**src/lpht_pkg.sv**
```systemverilog
// Shared types and constants for the linear-probing hash table.
// Used by lpht_dp, lpht_ctrl and the top level; no dependencies of its own.
package lpht_pkg;

  localparam int TABLE_SIZE_DEF = 11;
  localparam int KEY_W          = 31;
  localparam int SLOT_W         = 10;
  localparam int PROBES_W       = 11;

  localparam logic FN_INSERT = 1'b0;
  localparam logic FN_SEARCH = 1'b1;

  typedef enum logic [2:0] {
    ST_FOUND     = 3'd0,
    ST_NOT_FOUND = 3'd1,
    ST_INSERTED  = 3'd2,
    ST_DUPLICATE = 3'd3,
    ST_FULL      = 3'd4
  } status_t;

  typedef struct packed {
    logic             func;
    logic [KEY_W-1:0] key;
  } in_item_t;

  typedef struct packed {
    status_t             status;
    logic [SLOT_W-1:0]   slot;
    logic [PROBES_W-1:0] probes;
  } out_item_t;

  // controller -> datapath
  typedef struct packed {
    logic capture;
    logic clear;
    logic start;
    logic probe;
    logic finish;
  } cmd_t;

  // datapath -> controller
  typedef struct packed {
    logic walk_done;
    logic clr_last;
  } sts_t;

endpackage

```
**src/lpht_ram.sv**
```systemverilog
// Generic simple dual-port RAM: one write port, one read port, registered read.
// No dependencies.
module lpht_ram #(
  parameter int WIDTH = 32,
  parameter int DEPTH = 16
) (
  input  logic                     clk,
  input  logic                     we,
  input  logic [$clog2(DEPTH)-1:0] waddr,
  input  logic [WIDTH-1:0]         wdata,
  input  logic [$clog2(DEPTH)-1:0] raddr,
  output logic [WIDTH-1:0]         rdata
);

  logic [WIDTH-1:0] mem [DEPTH];
  logic [WIDTH-1:0] rdata_r;

  always_ff @(posedge clk) begin
    if (we) begin
      mem[waddr] <= wdata;
    end
    rdata_r <= mem[raddr];
  end

  assign rdata = rdata_r;

endmodule

```
**src/lpht_dp.sv**
```systemverilog
// Datapath: home-slot reduction, probe walk over the slot RAM, result register.
// Depends on lpht_pkg and lpht_ram.
module lpht_dp #(
  parameter int TABLE_SIZE = lpht_pkg::TABLE_SIZE_DEF
) (
  input  logic               clk,
  input  logic               rst_n,
  input  lpht_pkg::in_item_t in_data,
  input  lpht_pkg::cmd_t     cmd,
  output lpht_pkg::sts_t     sts,
  output lpht_pkg::out_item_t out_data
);
  import lpht_pkg::*;

  localparam int IDX_W  = $clog2(TABLE_SIZE);
  localparam int OFF_W  = $clog2(TABLE_SIZE + 2);
  localparam int CNT_W  = $clog2(TABLE_SIZE + 1);
  localparam int SHIFT  = KEY_W + IDX_W;
  localparam int MULK_W = KEY_W + 1;
  localparam int PROD_W = KEY_W + MULK_W;
  localparam int REM_W  = IDX_W + 1;
  localparam int RAM_W  = KEY_W + 1;

  // floor(2^SHIFT / TABLE_SIZE): quotient estimate is low by at most one
  localparam logic [63:0]        MUL_K64  = (64'd1 << SHIFT) / TABLE_SIZE;
  localparam logic [MULK_W-1:0]  MUL_K    = MULK_W'(MUL_K64);
  localparam logic [KEY_W-1:0]   TS_KEY   = KEY_W'(TABLE_SIZE);
  localparam logic [REM_W-1:0]   TS_REM   = REM_W'(TABLE_SIZE);
  localparam logic [IDX_W-1:0]   LAST_IDX = IDX_W'(TABLE_SIZE - 1);
  localparam logic [OFF_W-1:0]   LAST_OFF = OFF_W'(TABLE_SIZE);
  localparam logic [CNT_W-1:0]   FULL_CNT = CNT_W'(TABLE_SIZE);

  // item and modulo pipeline
  logic              func_r;
  logic [KEY_W-1:0]  key_r;
  logic [PROD_W-1:0] prod1_r;
  logic [KEY_W-1:0]  prod2_r, prod2_nxt, quo;
  logic [REM_W-1:0]  rem_r, rem_nxt;
  logic [IDX_W-1:0]  home;

  // walk
  logic [IDX_W-1:0]  p_r, p_next;
  logic [OFF_W-1:0]  c_r;
  logic              res_hit_r, res_empty_r;
  logic [IDX_W-1:0]  res_slot_r;
  logic [OFF_W-1:0]  res_probes_r;
  out_item_t         out_data_r, out_nxt;

  // persistent control
  logic [CNT_W-1:0]  occ_r;
  logic [IDX_W-1:0]  clr_addr_r;

  // RAM
  logic              ram_we;
  logic [IDX_W-1:0]  ram_waddr, ram_raddr;
  logic [RAM_W-1:0]  ram_wdata, ram_rdata;

  logic ent_valid, hit, empty, exhausted, done, do_insert;

  assign quo       = KEY_W'(prod1_r >> SHIFT);
  assign prod2_nxt = quo * TS_KEY;
  assign rem_nxt   = REM_W'(key_r - prod2_r);
  assign home      = IDX_W'((rem_r >= TS_REM) ? (rem_r - TS_REM) : rem_r);

  assign p_next    = (p_r == LAST_IDX) ? '0 : p_r + IDX_W'(1);

  assign ent_valid = ram_rdata[KEY_W];
  assign hit       = ent_valid && (ram_rdata[KEY_W-1:0] == key_r);
  assign empty     = !ent_valid;
  assign exhausted = !hit && !empty && (c_r == LAST_OFF);
  assign done      = hit || empty || exhausted;

  assign do_insert = (func_r == FN_INSERT) && !res_hit_r && res_empty_r && (occ_r < FULL_CNT);

  always_comb begin
    out_nxt.slot   = SLOT_W'(res_slot_r);
    out_nxt.probes = PROBES_W'(res_probes_r);
    if (func_r == FN_SEARCH) begin
      out_nxt.status = res_hit_r ? ST_FOUND : ST_NOT_FOUND;
    end else if (res_hit_r) begin
      out_nxt.status = ST_DUPLICATE;
    end else if (do_insert) begin
      out_nxt.status = ST_INSERTED;
    end else begin
      out_nxt.status = ST_FULL;
    end
  end

  always_comb begin
    ram_we    = 1'b0;
    ram_waddr = clr_addr_r;
    ram_wdata = '0;
    if (cmd.clear) begin
      ram_we = 1'b1;
    end else if (cmd.finish && do_insert) begin
      ram_we    = 1'b1;
      ram_waddr = res_slot_r;
      ram_wdata = {1'b1, key_r};
    end
  end

  // start reads the home slot; each probe cycle reads ahead to the next one
  assign ram_raddr = cmd.start ? home : p_next;

  lpht_ram #(
    .WIDTH (RAM_W),
    .DEPTH (TABLE_SIZE)
  ) u_slots (
    .clk   (clk),
    .we    (ram_we),
    .waddr (ram_waddr),
    .wdata (ram_wdata),
    .raddr (ram_raddr),
    .rdata (ram_rdata)
  );

  // payload registers
  always_ff @(posedge clk) begin
    if (cmd.capture) begin
      func_r <= in_data.func;
      key_r  <= in_data.key;
    end
    prod1_r <= PROD_W'(key_r) * PROD_W'(MUL_K);
    prod2_r <= prod2_nxt;
    rem_r   <= rem_nxt;
    if (cmd.start) begin
      p_r <= home;
      c_r <= '0;
    end else if (cmd.probe) begin
      if (done) begin
        res_hit_r    <= hit;
        res_empty_r  <= empty;
        res_slot_r   <= exhausted ? p_next : p_r;
        res_probes_r <= exhausted ? c_r + OFF_W'(1) : c_r;
      end else begin
        p_r <= p_next;
        c_r <= c_r + OFF_W'(1);
      end
    end
    if (cmd.finish) begin
      out_data_r <= out_nxt;
    end
  end

  // control registers
  always_ff @(posedge clk) begin
    if (!rst_n) begin
      occ_r      <= '0;
      clr_addr_r <= '0;
    end else begin
      if (cmd.clear) begin
        clr_addr_r <= clr_addr_r + IDX_W'(1);
      end
      if (cmd.finish && do_insert) begin
        occ_r <= occ_r + CNT_W'(1);
      end
    end
  end

  assign sts.walk_done = done;
  assign sts.clr_last  = (clr_addr_r == LAST_IDX);
  assign out_data      = out_data_r;

  a_occ_bound: assert property (@(posedge clk) disable iff (!rst_n)
    occ_r <= FULL_CNT)
    else $error("occupancy count above table size");

  a_probe_budget: assert property (@(posedge clk) disable iff (!rst_n)
    cmd.probe |-> c_r <= LAST_OFF)
    else $error("probe offset past budget");

  a_insert_empty: assert property (@(posedge clk) disable iff (!rst_n)
    (cmd.finish && do_insert) |-> (res_probes_r <= LAST_OFF))
    else $error("insert after exhausted walk");

endmodule

```
**src/lpht_ctrl.sv**
```systemverilog
// Controller FSM: clear sweep, item sequencing, output register handshake.
// Depends on lpht_pkg.
module lpht_ctrl (
  input  logic           clk,
  input  logic           rst_n,
  input  logic           in_valid,
  output logic           in_stall,
  output logic           out_valid,
  input  logic           out_stall,
  input  lpht_pkg::sts_t sts,
  output lpht_pkg::cmd_t cmd
);
  import lpht_pkg::*;

  typedef enum logic [2:0] {
    S_CLEAR,
    S_IDLE,
    S_MUL,
    S_QUO,
    S_REM,
    S_START,
    S_PROBE,
    S_FINISH
  } state_t;

  state_t state_r, state_nxt;
  logic   in_stall_r, out_valid_r, out_valid_nxt;
  logic   out_free;

  assign out_free = !out_valid_r || !out_stall;

  always_comb begin
    cmd.capture = in_valid && !in_stall_r;
    cmd.clear   = (state_r == S_CLEAR);
    cmd.start   = (state_r == S_START);
    cmd.probe   = (state_r == S_PROBE);
    cmd.finish  = (state_r == S_FINISH) && out_free;
  end

  always_comb begin
    state_nxt = state_r;
    case (state_r)
      S_CLEAR:  if (sts.clr_last) state_nxt = S_IDLE;
      S_IDLE:   if (cmd.capture) state_nxt = S_MUL;
      S_MUL:    state_nxt = S_QUO;
      S_QUO:    state_nxt = S_REM;
      S_REM:    state_nxt = S_START;
      S_START:  state_nxt = S_PROBE;
      S_PROBE:  if (sts.walk_done) state_nxt = S_FINISH;
      S_FINISH: if (out_free) state_nxt = S_IDLE;
      default:  state_nxt = S_CLEAR;
    endcase
  end

  assign out_valid_nxt = cmd.finish || (out_valid_r && out_stall);

  always_ff @(posedge clk) begin
    if (!rst_n) begin
      state_r     <= S_CLEAR;
      in_stall_r  <= 1'b1;
      out_valid_r <= 1'b0;
    end else begin
      state_r     <= state_nxt;
      in_stall_r  <= (state_nxt != S_IDLE);
      out_valid_r <= out_valid_nxt;
    end
  end

  assign in_stall  = in_stall_r;
  assign out_valid = out_valid_r;

  a_accept_idle: assert property (@(posedge clk) disable iff (!rst_n)
    (in_valid && !in_stall) |-> (state_r == S_IDLE))
    else $error("item accepted outside idle");

  a_finish_free: assert property (@(posedge clk) disable iff (!rst_n)
    cmd.finish |-> out_free)
    else $error("result overwrote pending output");

  a_out_source: assert property (@(posedge clk) disable iff (!rst_n)
    $rose(out_valid_r) |-> $past(state_r == S_FINISH))
    else $error("output valid without finished walk");

endmodule

```
**src/linear_probe_hash_table.sv**
```systemverilog
// Top level of the linear-probing hash table: controller plus datapath.
// Depends on lpht_pkg, lpht_ctrl, lpht_dp (which holds lpht_ram).
//
//   channel | ports                          | moves
//   --------+--------------------------------+-------------------------------
//   input   | in_valid, in_stall, in_data    | item {func, key}
//   result  | out_valid, out_stall, out_data | item {status, slot, probes}
//
// Sequence: an accepted item passes the reciprocal-multiply modulo that gives
//   its home slot, then P slot reads on the probe path (1 to TABLE_SIZE+1);
//   the single read port of the slot RAM gives one probe per cycle. No new
//   item is accepted until the previous one has left its final state.
// Reset: a clearing pass writes every slot empty; in_stall stays high until
//   it ends.
// Stalls: a held result sits in the output register while the next item is
//   accepted and walked; that item waits in its final state only if the
//   previous result has still not been taken.
module linear_probe_hash_table #(
  parameter int TABLE_SIZE = lpht_pkg::TABLE_SIZE_DEF
) (
  input  logic                clk,
  input  logic                rst_n,
  input  logic                in_valid,
  output logic                in_stall,
  input  lpht_pkg::in_item_t  in_data,
  output logic                out_valid,
  input  logic                out_stall,
  output lpht_pkg::out_item_t out_data
);
  import lpht_pkg::*;

  cmd_t cmd;
  sts_t sts;

  // sequencing: clear sweep, modulo steps, walk, result handoff
  lpht_ctrl u_ctrl (
    .clk       (clk),
    .rst_n     (rst_n),
    .in_valid  (in_valid),
    .in_stall  (in_stall),
    .out_valid (out_valid),
    .out_stall (out_stall),
    .sts       (sts),
    .cmd       (cmd)
  );

  // slot memory, probe walk, occupancy count, result register
  lpht_dp #(
    .TABLE_SIZE (TABLE_SIZE)
  ) u_dp (
    .clk      (clk),
    .rst_n    (rst_n),
    .in_data  (in_data),
    .cmd      (cmd),
    .sts      (sts),
    .out_data (out_data)
  );

endmodule

```
**config.mk**
```make
export PLATFORM = sky130hd
export DESIGN_NAME = linear_probe_hash_table
export DESIGN_NICKNAME = d
export VERILOG_FILES = /design/src/lpht_pkg.sv /design/src/lpht_ram.sv /design/src/lpht_dp.sv /design/src/lpht_ctrl.sv /design/src/linear_probe_hash_table.sv
export SDC_FILE = /design/constraint.sdc
export NUM_CORES = 1
export LEC_CHECK = 0
export BUFFER_PORTS_ARGS = -buffer_cell sky130_fd_sc_hd__buf_2
export CORE_MARGIN = 2
export CORE_UTILIZATION = 45
export DETAILED_ROUTE_END_ITERATION = 10
export SLEW_MARGIN = 40
export SYNTH_ARGS = -nofsm -noshare
export SYNTH_HDL_FRONTEND = slang
export SYNTH_SLANG_ARGS = --single-unit
```
**constraint.sdc**
```tcl
create_clock -name clk -period 10.2 [get_ports clk]
set_input_delay 1.02 -clock clk [delete_from_list [all_inputs] [get_ports clk]]
set_output_delay 1.02 -clock clk [all_outputs]
set_load 0.1 [all_outputs]
```
# ---- After elaboration in Yosys (flattened, before gate mapping)
# Memories as Yosys holds them, arrays and structs flattened. A register that Yosys moved wholly into a read port is not among the register bits.
# Cells that the tools add are included.
dict set report op_classes {
  bitwise 3
  multipliers 2
  add_sub_neg 6
  muxes 25
  n_eq_ne 13
  n_lt_le_gt_ge 2
  n_reduce_logical 25
}
# op n
set ops {}
lappend ops {{two-way mux 32 bit} 2}
lappend ops {{multiplier 31 x 31 -> 62 bit (second input constant)} 1}
lappend ops {{two-way mux 4 bit} 10}
lappend ops {{== test 31 bit} 1}
lappend ops {{multiplier 28 x 4 -> 5 bit (second input constant)} 1}
lappend ops {{one-hot mux 3 bit (8 select lines)} 1}
lappend ops {{two-way mux 3 bit} 7}
lappend ops {{adder 4 x 1 -> 4 bit (second input constant)} 4}
lappend ops {{== test 3 bit (second input constant)} 4}
lappend ops {{== test 4 bit (second input constant)} 3}
lappend ops {{logical AND 1 bit} 10}
lappend ops {{== test 3 x 2 -> 1 bit (second input constant)} 2}
lappend ops {{logical NOT 1 bit} 6}
lappend ops {{greater-or-equal comparator 5 x 4 -> 1 bit (second input constant)} 1}
lappend ops {{two-way mux 1 bit} 5}
lappend ops {{subtractor 5 bit} 1}
lappend ops {{logical OR 1 bit} 4}
lappend ops {{less-than comparator 4 bit (second input constant)} 1}
lappend ops {{AND reduction 2 bit} 2}
lappend ops {{subtractor 4 bit (second input constant)} 1}
lappend ops {{== test 3 x 1 -> 1 bit (second input constant)} 1}
lappend ops {{logical NOT 3 bit} 1}
lappend ops {{inequality test 3 x 1 -> 1 bit (second input constant)} 1}
lappend ops {{inverter 1 bit} 3}
lappend ops {{other kinds (3)} 3}
dict set report word_totals {
  memories 1
  register_bits 146
  ram_bits 352
  output_inout_bits 26
}
# name depth word_bits read_ports rd_clocked_by_memory_dff wr line_no
set mem_list {}
lappend mem_list {u_dp.u_slots.mem 11 32 1 1 1 lpht_ram.sv:15} ;# logic [WIDTH-1:0] mem [DEPTH];

# ---- Logic depth before layout (Yosys ltp)
# Gate-level depths: netlist (run 1).
dict set report depth {
  depth_word 9
  ltp_mapped 20
}

# ---- Cells and area by module
# From an unflattened synthesis (run 1), not the netlist that was laid out.
dict set report unflattened {
  hier_cells 2113
  area_unflattened_um2 29444.5
}
# module cells_per_inst area_per_inst_um2 seq_area_each_um2 n_inst
set by_module_without_submodules {}
lappend by_module_without_submodules {lpht_ram 770 14642.8 11210.8 1}
lappend by_module_without_submodules {lpht_dp 1313 14541.4 2252.2 1}
lappend by_module_without_submodules {lpht_ctrl 30 260.2 100.1 1}

# ---- Worst setup path before layout (run 1)
# OpenSTA, ideal clock, no wires.
dict set report synth_path {
  kind {register -> register}
  start {reg u_dp.key_r[17]}
  end {reg u_dp.prod1_r[39]}
  t_required_ns 10.122
  t_arrival_ns 5.958
  setup_time_ns 0.078
  stages_incl_launch_ff 19
  slack_ns 4.164
  cell_sequence {edfxtp_1 > ha_1 > fa_1 > fa_1 > inv_1 > fa_1 > inv_1 > fa_1 > fa_1 > fa_1 > ha_1 > ha_1 > a211oi_1 > o21ai_0 > a311o_1 > nor3_1 > a211oi_1 > o211a_1 > nor3_1}
}
dict set report synth_via {
  elab_chain_len 1
}
# item line_no
set synth_lines {}
lappend synth_lines {{from (decl)} lpht_dp.sv:35} ;# logic [KEY_W-1:0] key_r;
lappend synth_lines {{from (signal assigned)} lpht_dp.sv:121} ;# key_r <= in_data.key;
lappend synth_lines {{multiplier 31 x 31 -> 62 bit} lpht_dp.sv:123} ;# prod1_r <= PROD_W'(key_r) * PROD_W'(MUL_K);
lappend synth_lines {{to (signal assigned)} lpht_dp.sv:123}
lappend synth_lines {{to (decl)} lpht_dp.sv:36} ;# logic [PROD_W-1:0] prod1_r;
# No other way between the ends.
# A chain may end at the register's enable or synchronous reset.

# ---- Final worst setup path (run 1)
dict set report layout_path {
  start {reg u_dp.key_r[11]}
  end {reg u_dp.prod1_r[38]}
}
# The elaborated chain is that of the path after synthesis.

==> results.toml, run 1 <==
[outcome]
outcome = "completed"

[logic_synthesis]
synth_cell_types = 60
commonest_register_cell_after_synthesis = "sky130_fd_sc_hd__edfxtp_1"
sequential_area_share_after_synthesis = 0.466
synthesis.area_per_instance_sq_um = 13.9
synth_simple_gate_area_frac = 0.0302
post_synth_xor_area_fraction = 0.0241
synth-compound-area-share = 0.0401
yosysWarningCount = 0
yosys_register_bits = 473
syn_inst = 2088
netlist_area_before_placement_sq_um = 29100
synthAdderAreaFrac = 0.297
post_synth_mux_area_share = 0.0792
synth_top_family_by_area = "adder cells"
ys_async_sr_fraction = 0
synth-edff-count = 409

[grt]
wire_length_of_the_first_global_routing_pass_um = 105000
antenna_found_initial = 0
gr-usage-all-layers = 0.213
via_count_of_the_first_global_routing_pass = 17020
pin_count_of_the_biggest_net_entering_global_routing = 81
grt.overflow.total = 0

[route]
viasPerCell = 5.20
drt_pre_antenna_iters = 5
wire_per_inst_um = 22.6
wire_length_reported_by_the_detailed_router_um = 69200
vias = 15923
first_iter_violations = 965
postRouteAntennaNets = 0
drc = 0

[cts]
cts.hold.buffers_added = 0
numClockSinks = 473
cts.root.buffer_cell = "sky130_fd_sc_hd__clkbuf_16"
worst_skew_pair.late_latency_ps = 590
cts-resized-gates = 0
clk_pin_slew_ps = 60
cts_tree = "built"
ctsHtreeMaxLevel = 2
ctsLongestPathBuffers = 3
post-cts-setup-buffers = 0
tritoncts.num_buffers = 50

[sta]
fmax_ghz = 0.148
worst-slew-pin-transition_ps = 832
hold_viol = 0
report.final.setup_viol = 0
worst_slew_margin_rel = 0.442
slew_violations = 0
rsz0062_at_grt = "false"
final_min_period_over_clock_period = 0.663
worst_clock_skew_ps = 13.9
final_period_minus_worst_setup_slack_ps = 6760
fin_tns_setup_ps = 0

[floorplan]
die_height_um = 258
die_width_um = 258
start_util = 0.454
ioPinCount = 62
die-area_sq_um = 66700
core_sq_um = 64100
std_cell_rows = 93

[power]
vdd_drop_max_uv = 116
p_sw_uw = 930
power.share.clock = 0.417
totalPowerFinal_mw = 4.16
power.internal_mw = 3.23
switching_share = 0.223
power.sequential.fraction = 0.525
p_comb_frac = 0.058
power-per-cell-area_nw_per_um2 = 130
total_leakage_power_nw = 13.6

[hold_path]
worst_hold_path.endpoint = "u_dp.out_data[3]"
hold_path.class = "reg2reg"
hold_depth = 0
timing.hold.worst.start = "u_dp.res_probes_r[3]"

[placed_design]
gpl.final_weighted_congestion = 0.920
placement.io_buffers = 48
dp_hpwl_um = 48800

[setup_path]
critical_path.endpoint_type = "flop"
crit_chain = "ha_1, fa_1, fa_1, inv_1, fa_1, inv_1, fa_1, inv_1, fa_1, inv_1, fa_1, ha_1, ha_1, inv_1, nor4b_1, o221ai_1, a211oi_1, nor3_1, xnor2_1"
cp_slowest_stage_delay_ps = 790
reg2reg_slack_ps = 3440
classification_of_the_worst_setup_path = "reg2reg"
critical_path_peak_fanout = 13
r2r.worst_path.cells = 19
timing.critical_path.mode_cell = "sky130_fd_sc_hd__fa_1"
worstPathRequired_ps = 10670
r2r-end = "u_dp.prod1_r[38]"
critical_path.reg2reg.startpoint = "u_dp.key_r[11]"
worst-endpoint-arrival_ps = 7230
setup.worst_path.start_class = "flop"
critPathSlowestCell = "sky130_fd_sc_hd__edfxtp_1"

[finish]
final_net_count = 2741
drive_above_1_share = 0.0906
areaGrowthSynthToFinish_pct = 10.5

[run]
timing.max_cap.violations = 0
[registers in the layout (all words and copies together) (netlist names), 5 cells and up]
name,cells
u_dp.key_r,31
u_dp.out_data,11
u_dp.prod1_r,5
u_dp.prod2_r,5
u_dp.rem_r,5
u_dp.u_slots.mem,352
u_dp.u_slots.rdata,32
[power by group through the flow]
| stage | Clock, mW | Sequential (mW) | Combinational, mW |
|---|---|---|---|
| after global placement | 0 | 2.22 | 0.237 |
| after CTS | 1.78 | 2.18 | 0.246 |
| after global routing | 1.86 | 2.19 | 0.268 |
| final | 1.74 | 2.18 | 0.242 |
| after floorplan | 0 | 2.21 | 0.160 |
| after detailed placement | 0 | 2.22 | 0.243 |
[synthesized netlist by cell type, drive strengths merged, types with 2 or more instances]
cell type	number	area share
a211oi	38	0.0098
a21boi	4	0.0010
a21o	5	0.0013
a21oi	18	0.0031
a221o	32	0.011
a22oi	2	0.00052
a31oi	6	0.0013
a32oi	4	0.0012
a41oi	2	0.00060
and2	15	0.0032
buf	47	0.012
clkbuf	20	0.0026
dfxtp	64	0.044
edfxtp	409	0.42
fa	255	0.18
ha	283	0.12
inv	368	0.048
mux2i	229	0.079
nand2	23	0.0031
nand2b	3	0.00065
nand3	11	0.0019
nand3b	2	0.00052
nand4	5	0.0011
nor2	58	0.0076
nor2b	6	0.0015
nor3	39	0.0067
nor3b	3	0.00077
nor4	9	0.0019
o211a	3	0.0010
o211ai	3	0.00077
o21a	3	0.00077
o21ai	19	0.0033
o22ai	3	0.00065
o2bb2ai	2	0.00060
o31ai	3	0.00077
xnor2	39	0.012
xnor3	2	0.0015
xor2	36	0.011
[worst max-delay path, delay by kind of cell (launching register included)]
family	cells	cell delay [ps]
fa+ha+maj	9	3990
compound gates	2	960
flops	1	790
simple gates	2	470
buf+inv	5	270
xor+xnor	1	150
[worst max-delay path by stage]
stage | from | slack (ps) | end | depth (start not counted)
after floorplan | u_dp.key_r[17] | 4160 | u_dp.prod1_r[39] | 18
after global placement | u_dp.key_r[3] | 3500 | u_dp.prod1_r[39] | 18
after detailed placement | u_dp.key_r[8] | 3440 | u_dp.prod1_r[38] | 19
after CTS | u_dp.key_r[3] | 3410 | u_dp.prod1_r[39] | 18
after global routing | u_dp.key_r[1] | 3190 | u_dp.prod1_r[39] | 18
final | u_dp.key_r[11] | 3440 | u_dp.prod1_r[38] | 19
[logic make-up (layout without fill, tap and decap cells)]
| kind of cell | count (synthesis) | in the layout |
|---|---|---|
| AO/OA/AOI/OAI | 154 | 154 |
| flip-flops | 473 | 473 |
| multiplexers | 230 | 230 |
| adder cells (fa/ha/maj) | 538 | 538 |
| buffers and inverters | 436 | 544 |
| XOR/XNOR | 77 | 77 |
| AND/OR/NAND/NOR | 179 | 179 |
| other | 1 | 14 |
[routing by layer]
layer / wire, um / GRT usage / up-vias
li1: - / - / 7369
met1: 30000 / 0.282 / 8152
met2: 34500 / 0.366 / 308
met3: 2760 / 0.0284 / 94
met4: 1960 / 0.0642 / 0
met5: 0 / 0 / -
[cell usage in the layout (no fill, tap or decap), types with 4 or more instances in the layout]
| cell type | count |
|---|---|
| sky130_fd_sc_hd__a211oi_1 | 38 |
| sky130_fd_sc_hd__a21boi_0 | 4 |
| sky130_fd_sc_hd__a21o_1 | 5 |
| sky130_fd_sc_hd__a21oi_1 | 17 |
| sky130_fd_sc_hd__a221o_1 | 32 |
| sky130_fd_sc_hd__a31oi_1 | 6 |
| sky130_fd_sc_hd__a32oi_1 | 4 |
| sky130_fd_sc_hd__and2_1 | 15 |
| sky130_fd_sc_hd__buf_2 | 50 |
| sky130_fd_sc_hd__buf_4 | 27 |
| sky130_fd_sc_hd__clkbuf_1 | 16 |
| sky130_fd_sc_hd__clkbuf_16 | 50 |
| sky130_fd_sc_hd__clkbuf_8 | 5 |
| sky130_fd_sc_hd__clkinv_2 | 12 |
| sky130_fd_sc_hd__conb_1 | 13 |
| sky130_fd_sc_hd__dfxtp_1 | 64 |
| sky130_fd_sc_hd__edfxtp_1 | 409 |
| sky130_fd_sc_hd__fa_1 | 255 |
| sky130_fd_sc_hd__ha_1 | 283 |
| sky130_fd_sc_hd__inv_1 | 366 |
| sky130_fd_sc_hd__mux2i_1 | 227 |
| sky130_fd_sc_hd__nand2_1 | 22 |
| sky130_fd_sc_hd__nand3_1 | 11 |
| sky130_fd_sc_hd__nand4_1 | 5 |
| sky130_fd_sc_hd__nor2_1 | 46 |
| sky130_fd_sc_hd__nor2_4 | 11 |
| sky130_fd_sc_hd__nor2b_1 | 4 |
| sky130_fd_sc_hd__nor3_1 | 20 |
| sky130_fd_sc_hd__nor3_2 | 19 |
| sky130_fd_sc_hd__nor4_1 | 9 |
| sky130_fd_sc_hd__o21ai_0 | 18 |
| sky130_fd_sc_hd__xnor2_1 | 39 |
| sky130_fd_sc_hd__xor2_1 | 36 |
[metrics by stage]
step                setup WS, ps  utilization  instances  instance area, sq um  hold WS, ps
global placement            3500        0.474       2964                 30400          411
floorplan                   4160            -       2100                 29100          359
finish                      3440        0.501       3064                 32100          431
global route                3190        0.501       3063                 32100          437
detailed placement          3440        0.476       2968                 30500          420
CTS                         3410        0.501       3061                 32100          436
[final cells by class]
cell class / instances / area, sq um
Inverter: 369 / 1390
Sequential cell: 473 / 13600
Antenna cell: 1 / 2.50
Clock buffer: 71 / 1380
Fill cell: 5432 / 32000
Tap cell: 855 / 1070
Multi-Input combinational cell: 1191 / 14000
Timing Repair Buffer: 82 / 538
Clock inverter: 22 / 195
(Power assumes the default switching activity.)
==> run 2, diff against run 1 <==
clock period = 5.8 ns   (was 10.2 ns; I/O delays follow)
==> run 2 against run 1 <==
Compared with the run above:
- the run now ends with negative setup slack left
- register-to-register slack worse by 3700 ps
- via count up 3.7%
- first-iteration DRC count fell by 1.6%
- final cell count increased by 4.4%
- critical path depth rose by 2
- non-clock buffer count is 134 higher
- fmax up 11%
- combinational power is 82% higher
- clock power grew 93%
- die area did not move
- critical endpoint is now u_dp.prod1_r[37]
- largest cell class unchanged
- highest routed layer unchanged
==> results.toml, run 2 (same netlist as run 1, synthesis figures left out) <==
[outcome]
outcome = "finished with violations"
violated_checks = "negative setup slack"

[floorplan]
die_width_um = 258
ioPinCount = 62
start_util = 0.454
std_cell_rows = 93
die_height_um = 258
die-area_sq_um = 66700
core_sq_um = 64100

[sta]
worst_slew_margin_rel = 0.480
worst-slew-pin-transition_ps = 775
fmax_ghz = 0.165
hold_viol = 0
final_period_minus_worst_setup_slack_ps = 6070
layout_setup_ws_ps = -266
final_min_period_over_clock_period = 1.05
rsz0062_at_grt = "true"
worst_clock_skew_ps = 26.0
worst_hold_slack_ps = 148
report.final.setup_viol = 5
slew_violations = 0

[setup_path]
r2r-end = "u_dp.prod1_r[37]"
classification_of_the_worst_setup_path = "reg2reg"
r2r.worst_path.cells = 21
critical_path_peak_fanout = 7
reg2reg_slack_ps = -270
critical_path.endpoint_type = "flop"
worst-endpoint-arrival_ps = 6590
critical_path.startpoint = "u_dp.key_r[15]"
crit_path_end = "u_dp.prod1_r[37]"
setup.worst_path.start_class = "flop"
critical_path.reg2reg.startpoint = "u_dp.key_r[15]"
worstPathRequired_ps = 6320

[grt]
antenna_found_initial = 2
wire_length_of_the_first_global_routing_pass_um = 107000
gr-usage-all-layers = 0.216
grt.overflow.total = 0
via_count_of_the_first_global_routing_pass = 17485
pin_count_of_the_biggest_net_entering_global_routing = 62

[route]
first_iter_violations = 950
viasPerCell = 5.16
drt_pre_antenna_iters = 5
wire_per_inst_um = 22.1
drc = 0
vias = 16508
wire_length_reported_by_the_detailed_router_um = 70900
postRouteAntennaNets = 0

[finish]
stdcell_area_sq_um = 34000
areaGrowthSynthToFinish_pct = 16.9
final_net_count = 2877
largest_register_ffs = 352
final_util = 0.530
drive_above_1_share = 0.175
layout_common_cells = "sky130_fd_sc_hd__edfxtp_1, sky130_fd_sc_hd__inv_1, sky130_fd_sc_hd__ha_1, sky130_fd_sc_hd__fa_1, sky130_fd_sc_hd__mux2i_1"
largest_register = "u_dp.u_slots.mem"
antenna_cell_count = 0
mostFrequentLayoutCell = "sky130_fd_sc_hd__edfxtp_1"

[cts]
numClockSinks = 473
ctsLongestPathBuffers = 3
tritoncts.num_buffers = 52
cts.hold.buffers_added = 0
worst_skew_pair.late_latency_ps = 600
cts_tree = "built"
clk_pin_slew_ps = 60
ctsHtreeMaxLevel = 2
cts.root.buffer_cell = "sky130_fd_sc_hd__clkbuf_16"

[placed_design]
gpl.final_weighted_congestion = 0.970
dp_hpwl_um = 52000
placedInstanceArea_sq_um = 31600
placement.io_buffers = 48
detailedPlace.worstSlack_ps = -459

[power]
vdd_drop_max_uv = 217
power-per-cell-area_nw_per_um2 = 224
total_leakage_power_nw = 14.4

[hold_path]
hold_path.class = "in2reg"

[run]
timing.max_cap.violations = 0
==> run 2: critical path, cell delays in order (launching register included) <==
cell                       delay [ps]
sky130_fd_sc_hd__edfxtp_1         410
sky130_fd_sc_hd__buf_12           160
sky130_fd_sc_hd__buf_6            120
sky130_fd_sc_hd__fa_1             430
sky130_fd_sc_hd__ha_1             310
sky130_fd_sc_hd__inv_2             40
sky130_fd_sc_hd__fa_1             490
sky130_fd_sc_hd__inv_1             50
sky130_fd_sc_hd__fa_1             460
sky130_fd_sc_hd__fa_1             570
sky130_fd_sc_hd__fa_1             440
sky130_fd_sc_hd__fa_1             550
sky130_fd_sc_hd__ha_4             220
sky130_fd_sc_hd__ha_4             260
sky130_fd_sc_hd__nand4_1          200
sky130_fd_sc_hd__nor2_2           200
sky130_fd_sc_hd__a311o_1          340
sky130_fd_sc_hd__a41oi_2           90
sky130_fd_sc_hd__buf_4            180
sky130_fd_sc_hd__a211oi_4         180
sky130_fd_sc_hd__o21ai_1           90
sky130_fd_sc_hd__a211oi_1         180
==> run 2: power by group <==
part	switching, mW	total (mW)	internal [mW]
Clock	1.34	3.35	2.01
Sequential	0.0549	3.83	3.78
Combinational	0.274	0.441	0.167
Total	1.67	7.63	5.96
==> run 2: worst min-delay path by stage <==
stage | from | to | slack [ps] | cells past startpoint
global placement | u_dp.prod1_r[35] | u_dp.prod2_r[0] | 390 | 0
finish | in_data[31] | u_dp.func_r | 150 | 1
CTS | in_data[31] | u_dp.func_r | 110 | 1
global route | in_data[31] | u_dp.func_r | 130 | 1
detailed placement | u_dp.prod1_r[35] | u_dp.prod2_r[0] | 390 | 0
floorplan | u_dp.prod1_r[35] | u_dp.prod2_r[0] | 360 | 0
==> run 2: timing repair <==
| item | 4_1_cts | 5_1_grt |
|---|---|---|
| setup endpoints to repair | 5 | 5 |
| gates resized for setup | 34 | 34 |
| buffers inserted | 12 | 7 |
| endpoints found under the hold margin | 0 | 0 |
| gates cloned | 1 | 1 |
| pin swaps | 42 | 41 |
==> run 2: per-stage QoR <==
| stage | setup TNS, ps | total power [mW] | std cells |
|---|---|---|---|
| 2_1_floorplan | -11.7 | 4.18 | 2100 |
| 3_3_place_gp | -1680 | 4.31 | 3078 |
| 6_report | -1110 | 7.63 | 3200 |
| 4_1_cts | -1290 | 7.70 | 3192 |
| 5_1_grt | -2200 | 7.89 | 3200 |
| 3_5_place_dp | -1870 | 4.33 | 3083 |
==> run 2: routing by layer <==
| layer | wire (um) | share of wire | global-route usage | vias to the layer above |
|---|---|---|---|---|
| met5 | 0 | 0 | 0 | - |
| met4 | 2030 | 0.029 | 0.0610 | 0 |
| met3 | 2860 | 0.040 | 0.0280 | 107 |
| met2 | 35000 | 0.49 | 0.372 | 319 |
| met1 | 31000 | 0.44 | 0.288 | 8441 |
| li1 | - | - | - | 7641 |
==> run 2: layout make-up <==
class / count / area (sq um)
Fill cell: 5337 / 30100
Tap cell: 855 / 1070
Multi-Input combinational cell: 1191 / 14500
Sequential cell: 473 / 13600
Clock inverter: 30 / 334
Inverter: 369 / 1390
Clock buffer: 66 / 1420
Timing Repair Buffer: 216 / 1750
==> run 3, diff against run 2 <==
CTS_BUF_LIST = sky130_fd_sc_hd__clkbuf_4   (was default)
SLEW_MARGIN = 20   (was 40)
==> run 3 against run 2 <==
Compared with the run above:
- the run still ends with negative setup slack left
- count of clock-buffer cells in the layout is 134 higher
- critical path depth shrank 1
- total power decreased by 2.4%
- critical endpoint is now u_dp.prod1_r[39]
- largest power group unchanged
==> results.toml, run 3 (same netlist as run 1, synthesis figures left out) <==
[sta]
slew_violations = 0
report.final.setup_viol = 5
worst_hold_slack_ps = 145
layout_setup_ws_ps = -270
fmax_ghz = 0.165
worst_clock_skew_ps = 57.0
worst_slew_margin_rel = 0.249
hold_viol = 0
worst-slew-pin-transition_ps = 1120
final_period_minus_worst_setup_slack_ps = 6070
final_min_period_over_clock_period = 1.05
rsz0062_at_grt = "true"

[setup_path]
critical_path.reg2reg.startpoint = "u_dp.key_r[13]"
critical_path_peak_fanout = 4
r2r.worst_path.cells = 20
r2r-end = "u_dp.prod1_r[39]"
classification_of_the_worst_setup_path = "reg2reg"
worst-endpoint-arrival_ps = 6840
setup.worst_path.start_class = "flop"
critical_path.startpoint = "u_dp.key_r[13]"
reg2reg_slack_ps = -270
worstPathRequired_ps = 6570
critical_path.endpoint_type = "flop"
crit_path_end = "u_dp.prod1_r[39]"

[placed_design]
placedInstanceArea_sq_um = 31500
dp_hpwl_um = 51900
placement.io_buffers = 48
gpl.final_weighted_congestion = 0.970

[cts]
ctsHtreeMaxLevel = 4
cts_tree = "built"
worst_skew_pair.late_latency_ps = 930
cts.root.buffer_cell = "sky130_fd_sc_hd__clkbuf_4"
numClockSinks = 473
tritoncts.num_buffers = 130
ctsLongestPathBuffers = 3
clk_pin_slew_ps = 70

[floorplan]
ioPinCount = 62
die-area_sq_um = 66700
die_height_um = 258
std_cell_rows = 93
die_width_um = 258
start_util = 0.454
core_sq_um = 64100

[grt]
antenna_found_initial = 3
pin_count_of_the_biggest_net_entering_global_routing = 62
gr-usage-all-layers = 0.223
via_count_of_the_first_global_routing_pass = 18604
grt.overflow.total = 0
wire_length_of_the_first_global_routing_pass_um = 110000

[finish]
largest_register = "u_dp.u_slots.mem"
layout.filler_cells = 5459
final_net_count = 2986
mostFrequentLayoutCell = "sky130_fd_sc_hd__edfxtp_1"
stdcell_area_sq_um = 34300
drive_above_1_share = 0.209
multi_input_area_sq_um = 14400
largest_register_ffs = 352
layout_common_cells = "sky130_fd_sc_hd__edfxtp_1, sky130_fd_sc_hd__inv_1, sky130_fd_sc_hd__ha_1, sky130_fd_sc_hd__fa_1, sky130_fd_sc_hd__mux2i_1"
areaGrowthSynthToFinish_pct = 17.9
sequential_cell_area_sq_um = 13600

[route]
drt_pre_antenna_iters = 5
first_iter_violations = 940
wire_length_reported_by_the_detailed_router_um = 71600
vias = 17130
postRouteAntennaNets = 0
viasPerCell = 5.09
drc = 0
wire_per_inst_um = 21.3

[run]
timing.max_cap.violations = 0

[hold_path]
hold_path.class = "in2reg"

[outcome]
outcome = "finished with violations"
violated_checks = "negative setup slack"

[power]
totalPowerFinal_mw = 7.44
power-per-cell-area_nw_per_um2 = 217
total_leakage_power_nw = 14.7
vdd_drop_max_uv = 128
-- run 3: through the flow --
step           setup WS (ps)  instances  TNS [ps]   util
2_1_floorplan          -9.45       2100     -11.7      -
3_3_place_gp            -387       3078     -1680  0.491
3_5_place_dp            -478       3079     -1890  0.491
4_1_cts                 -297       3353     -1310  0.528
5_1_grt                 -526       3367     -2370  0.535
6_report                -270       3367     -1180  0.535
-- run 3: routing by layer --
metal | GRT usage | wire, um | vias up
met5 | 0 | 0 | -
met1 | 0.284 | 30800 | 8716
met2 | 0.384 | 36400 | 377
met3 | 0.0456 | 3160 | 81
met4 | 0.0650 | 1330 | 0
li1 | - | - | 7956
-- run 3: worst min-delay path by stage --
| stage | from | endpoint | slack (ps) | cells past startpoint |
|---|---|---|---|---|
| floorplan | u_dp.prod1_r[35] | u_dp.prod2_r[0] | 360 | 0 |
| global placement | u_dp.prod1_r[35] | u_dp.prod2_r[0] | 390 | 0 |
| detailed placement | u_dp.prod1_r[35] | u_dp.prod2_r[0] | 390 | 0 |
| CTS | in_valid | u_dp.key_r[0] | 30 | 2 |
| global route | in_valid | u_dp.key_r[5] | 40 | 2 |
| finish | in_valid | u_dp.key_r[0] | 150 | 2 |
-- run 3: what timing repair did --
| item | CTS | global route |
|---|---|---|
| setup endpoints to repair | 5 | 5 |
| resized for setup | 37 | 35 |
| gates cloned | 0 | 1 |
| hold buffers | 35 | 0 |
| setup buffers | 8 | 12 |
| endpoints found under the hold margin | 45 | 0 |
| pin swaps | 37 | 25 |
-- run 3: critical path, stage by stage (launching register included) --
cell	delay (ps)
sky130_fd_sc_hd__edfxtp_1	440
sky130_fd_sc_hd__buf_4	170
sky130_fd_sc_hd__ha_1	300
sky130_fd_sc_hd__fa_1	490
sky130_fd_sc_hd__fa_1	510
sky130_fd_sc_hd__inv_1	50
sky130_fd_sc_hd__fa_1	550
sky130_fd_sc_hd__inv_1	70
sky130_fd_sc_hd__fa_1	500
sky130_fd_sc_hd__inv_1	50
sky130_fd_sc_hd__fa_1	470
sky130_fd_sc_hd__inv_1	50
sky130_fd_sc_hd__fa_1	480
sky130_fd_sc_hd__ha_1	310
sky130_fd_sc_hd__ha_1	300
sky130_fd_sc_hd__inv_1	60
sky130_fd_sc_hd__nor4b_4	320
sky130_fd_sc_hd__o221ai_4	200
sky130_fd_sc_hd__a211oi_4	360
sky130_fd_sc_hd__o211a_1	190
sky130_fd_sc_hd__nor3_2	40
-- run 3: layout make-up --
cell class | instances | area share
Antenna cell | 1 | 0.0000730
Clock buffer | 200 | 0.0438
Clock inverter | 31 | 0.00770
Inverter | 369 | 0.0405
Multi-Input combinational cell | 1191 | 0.421
Sequential cell | 473 | 0.396
Tap cell | 855 | 0.0312
Timing Repair Buffer | 247 | 0.0603
-- run 3: power breakdown --
part | switching, mW | leakage (nW) | internal [mW]
Combinational | 0.280 | 9.06 | 0.181
Sequential | 0.0548 | 4.58 | 3.78
Clock | 1.36 | 1.05 | 1.79
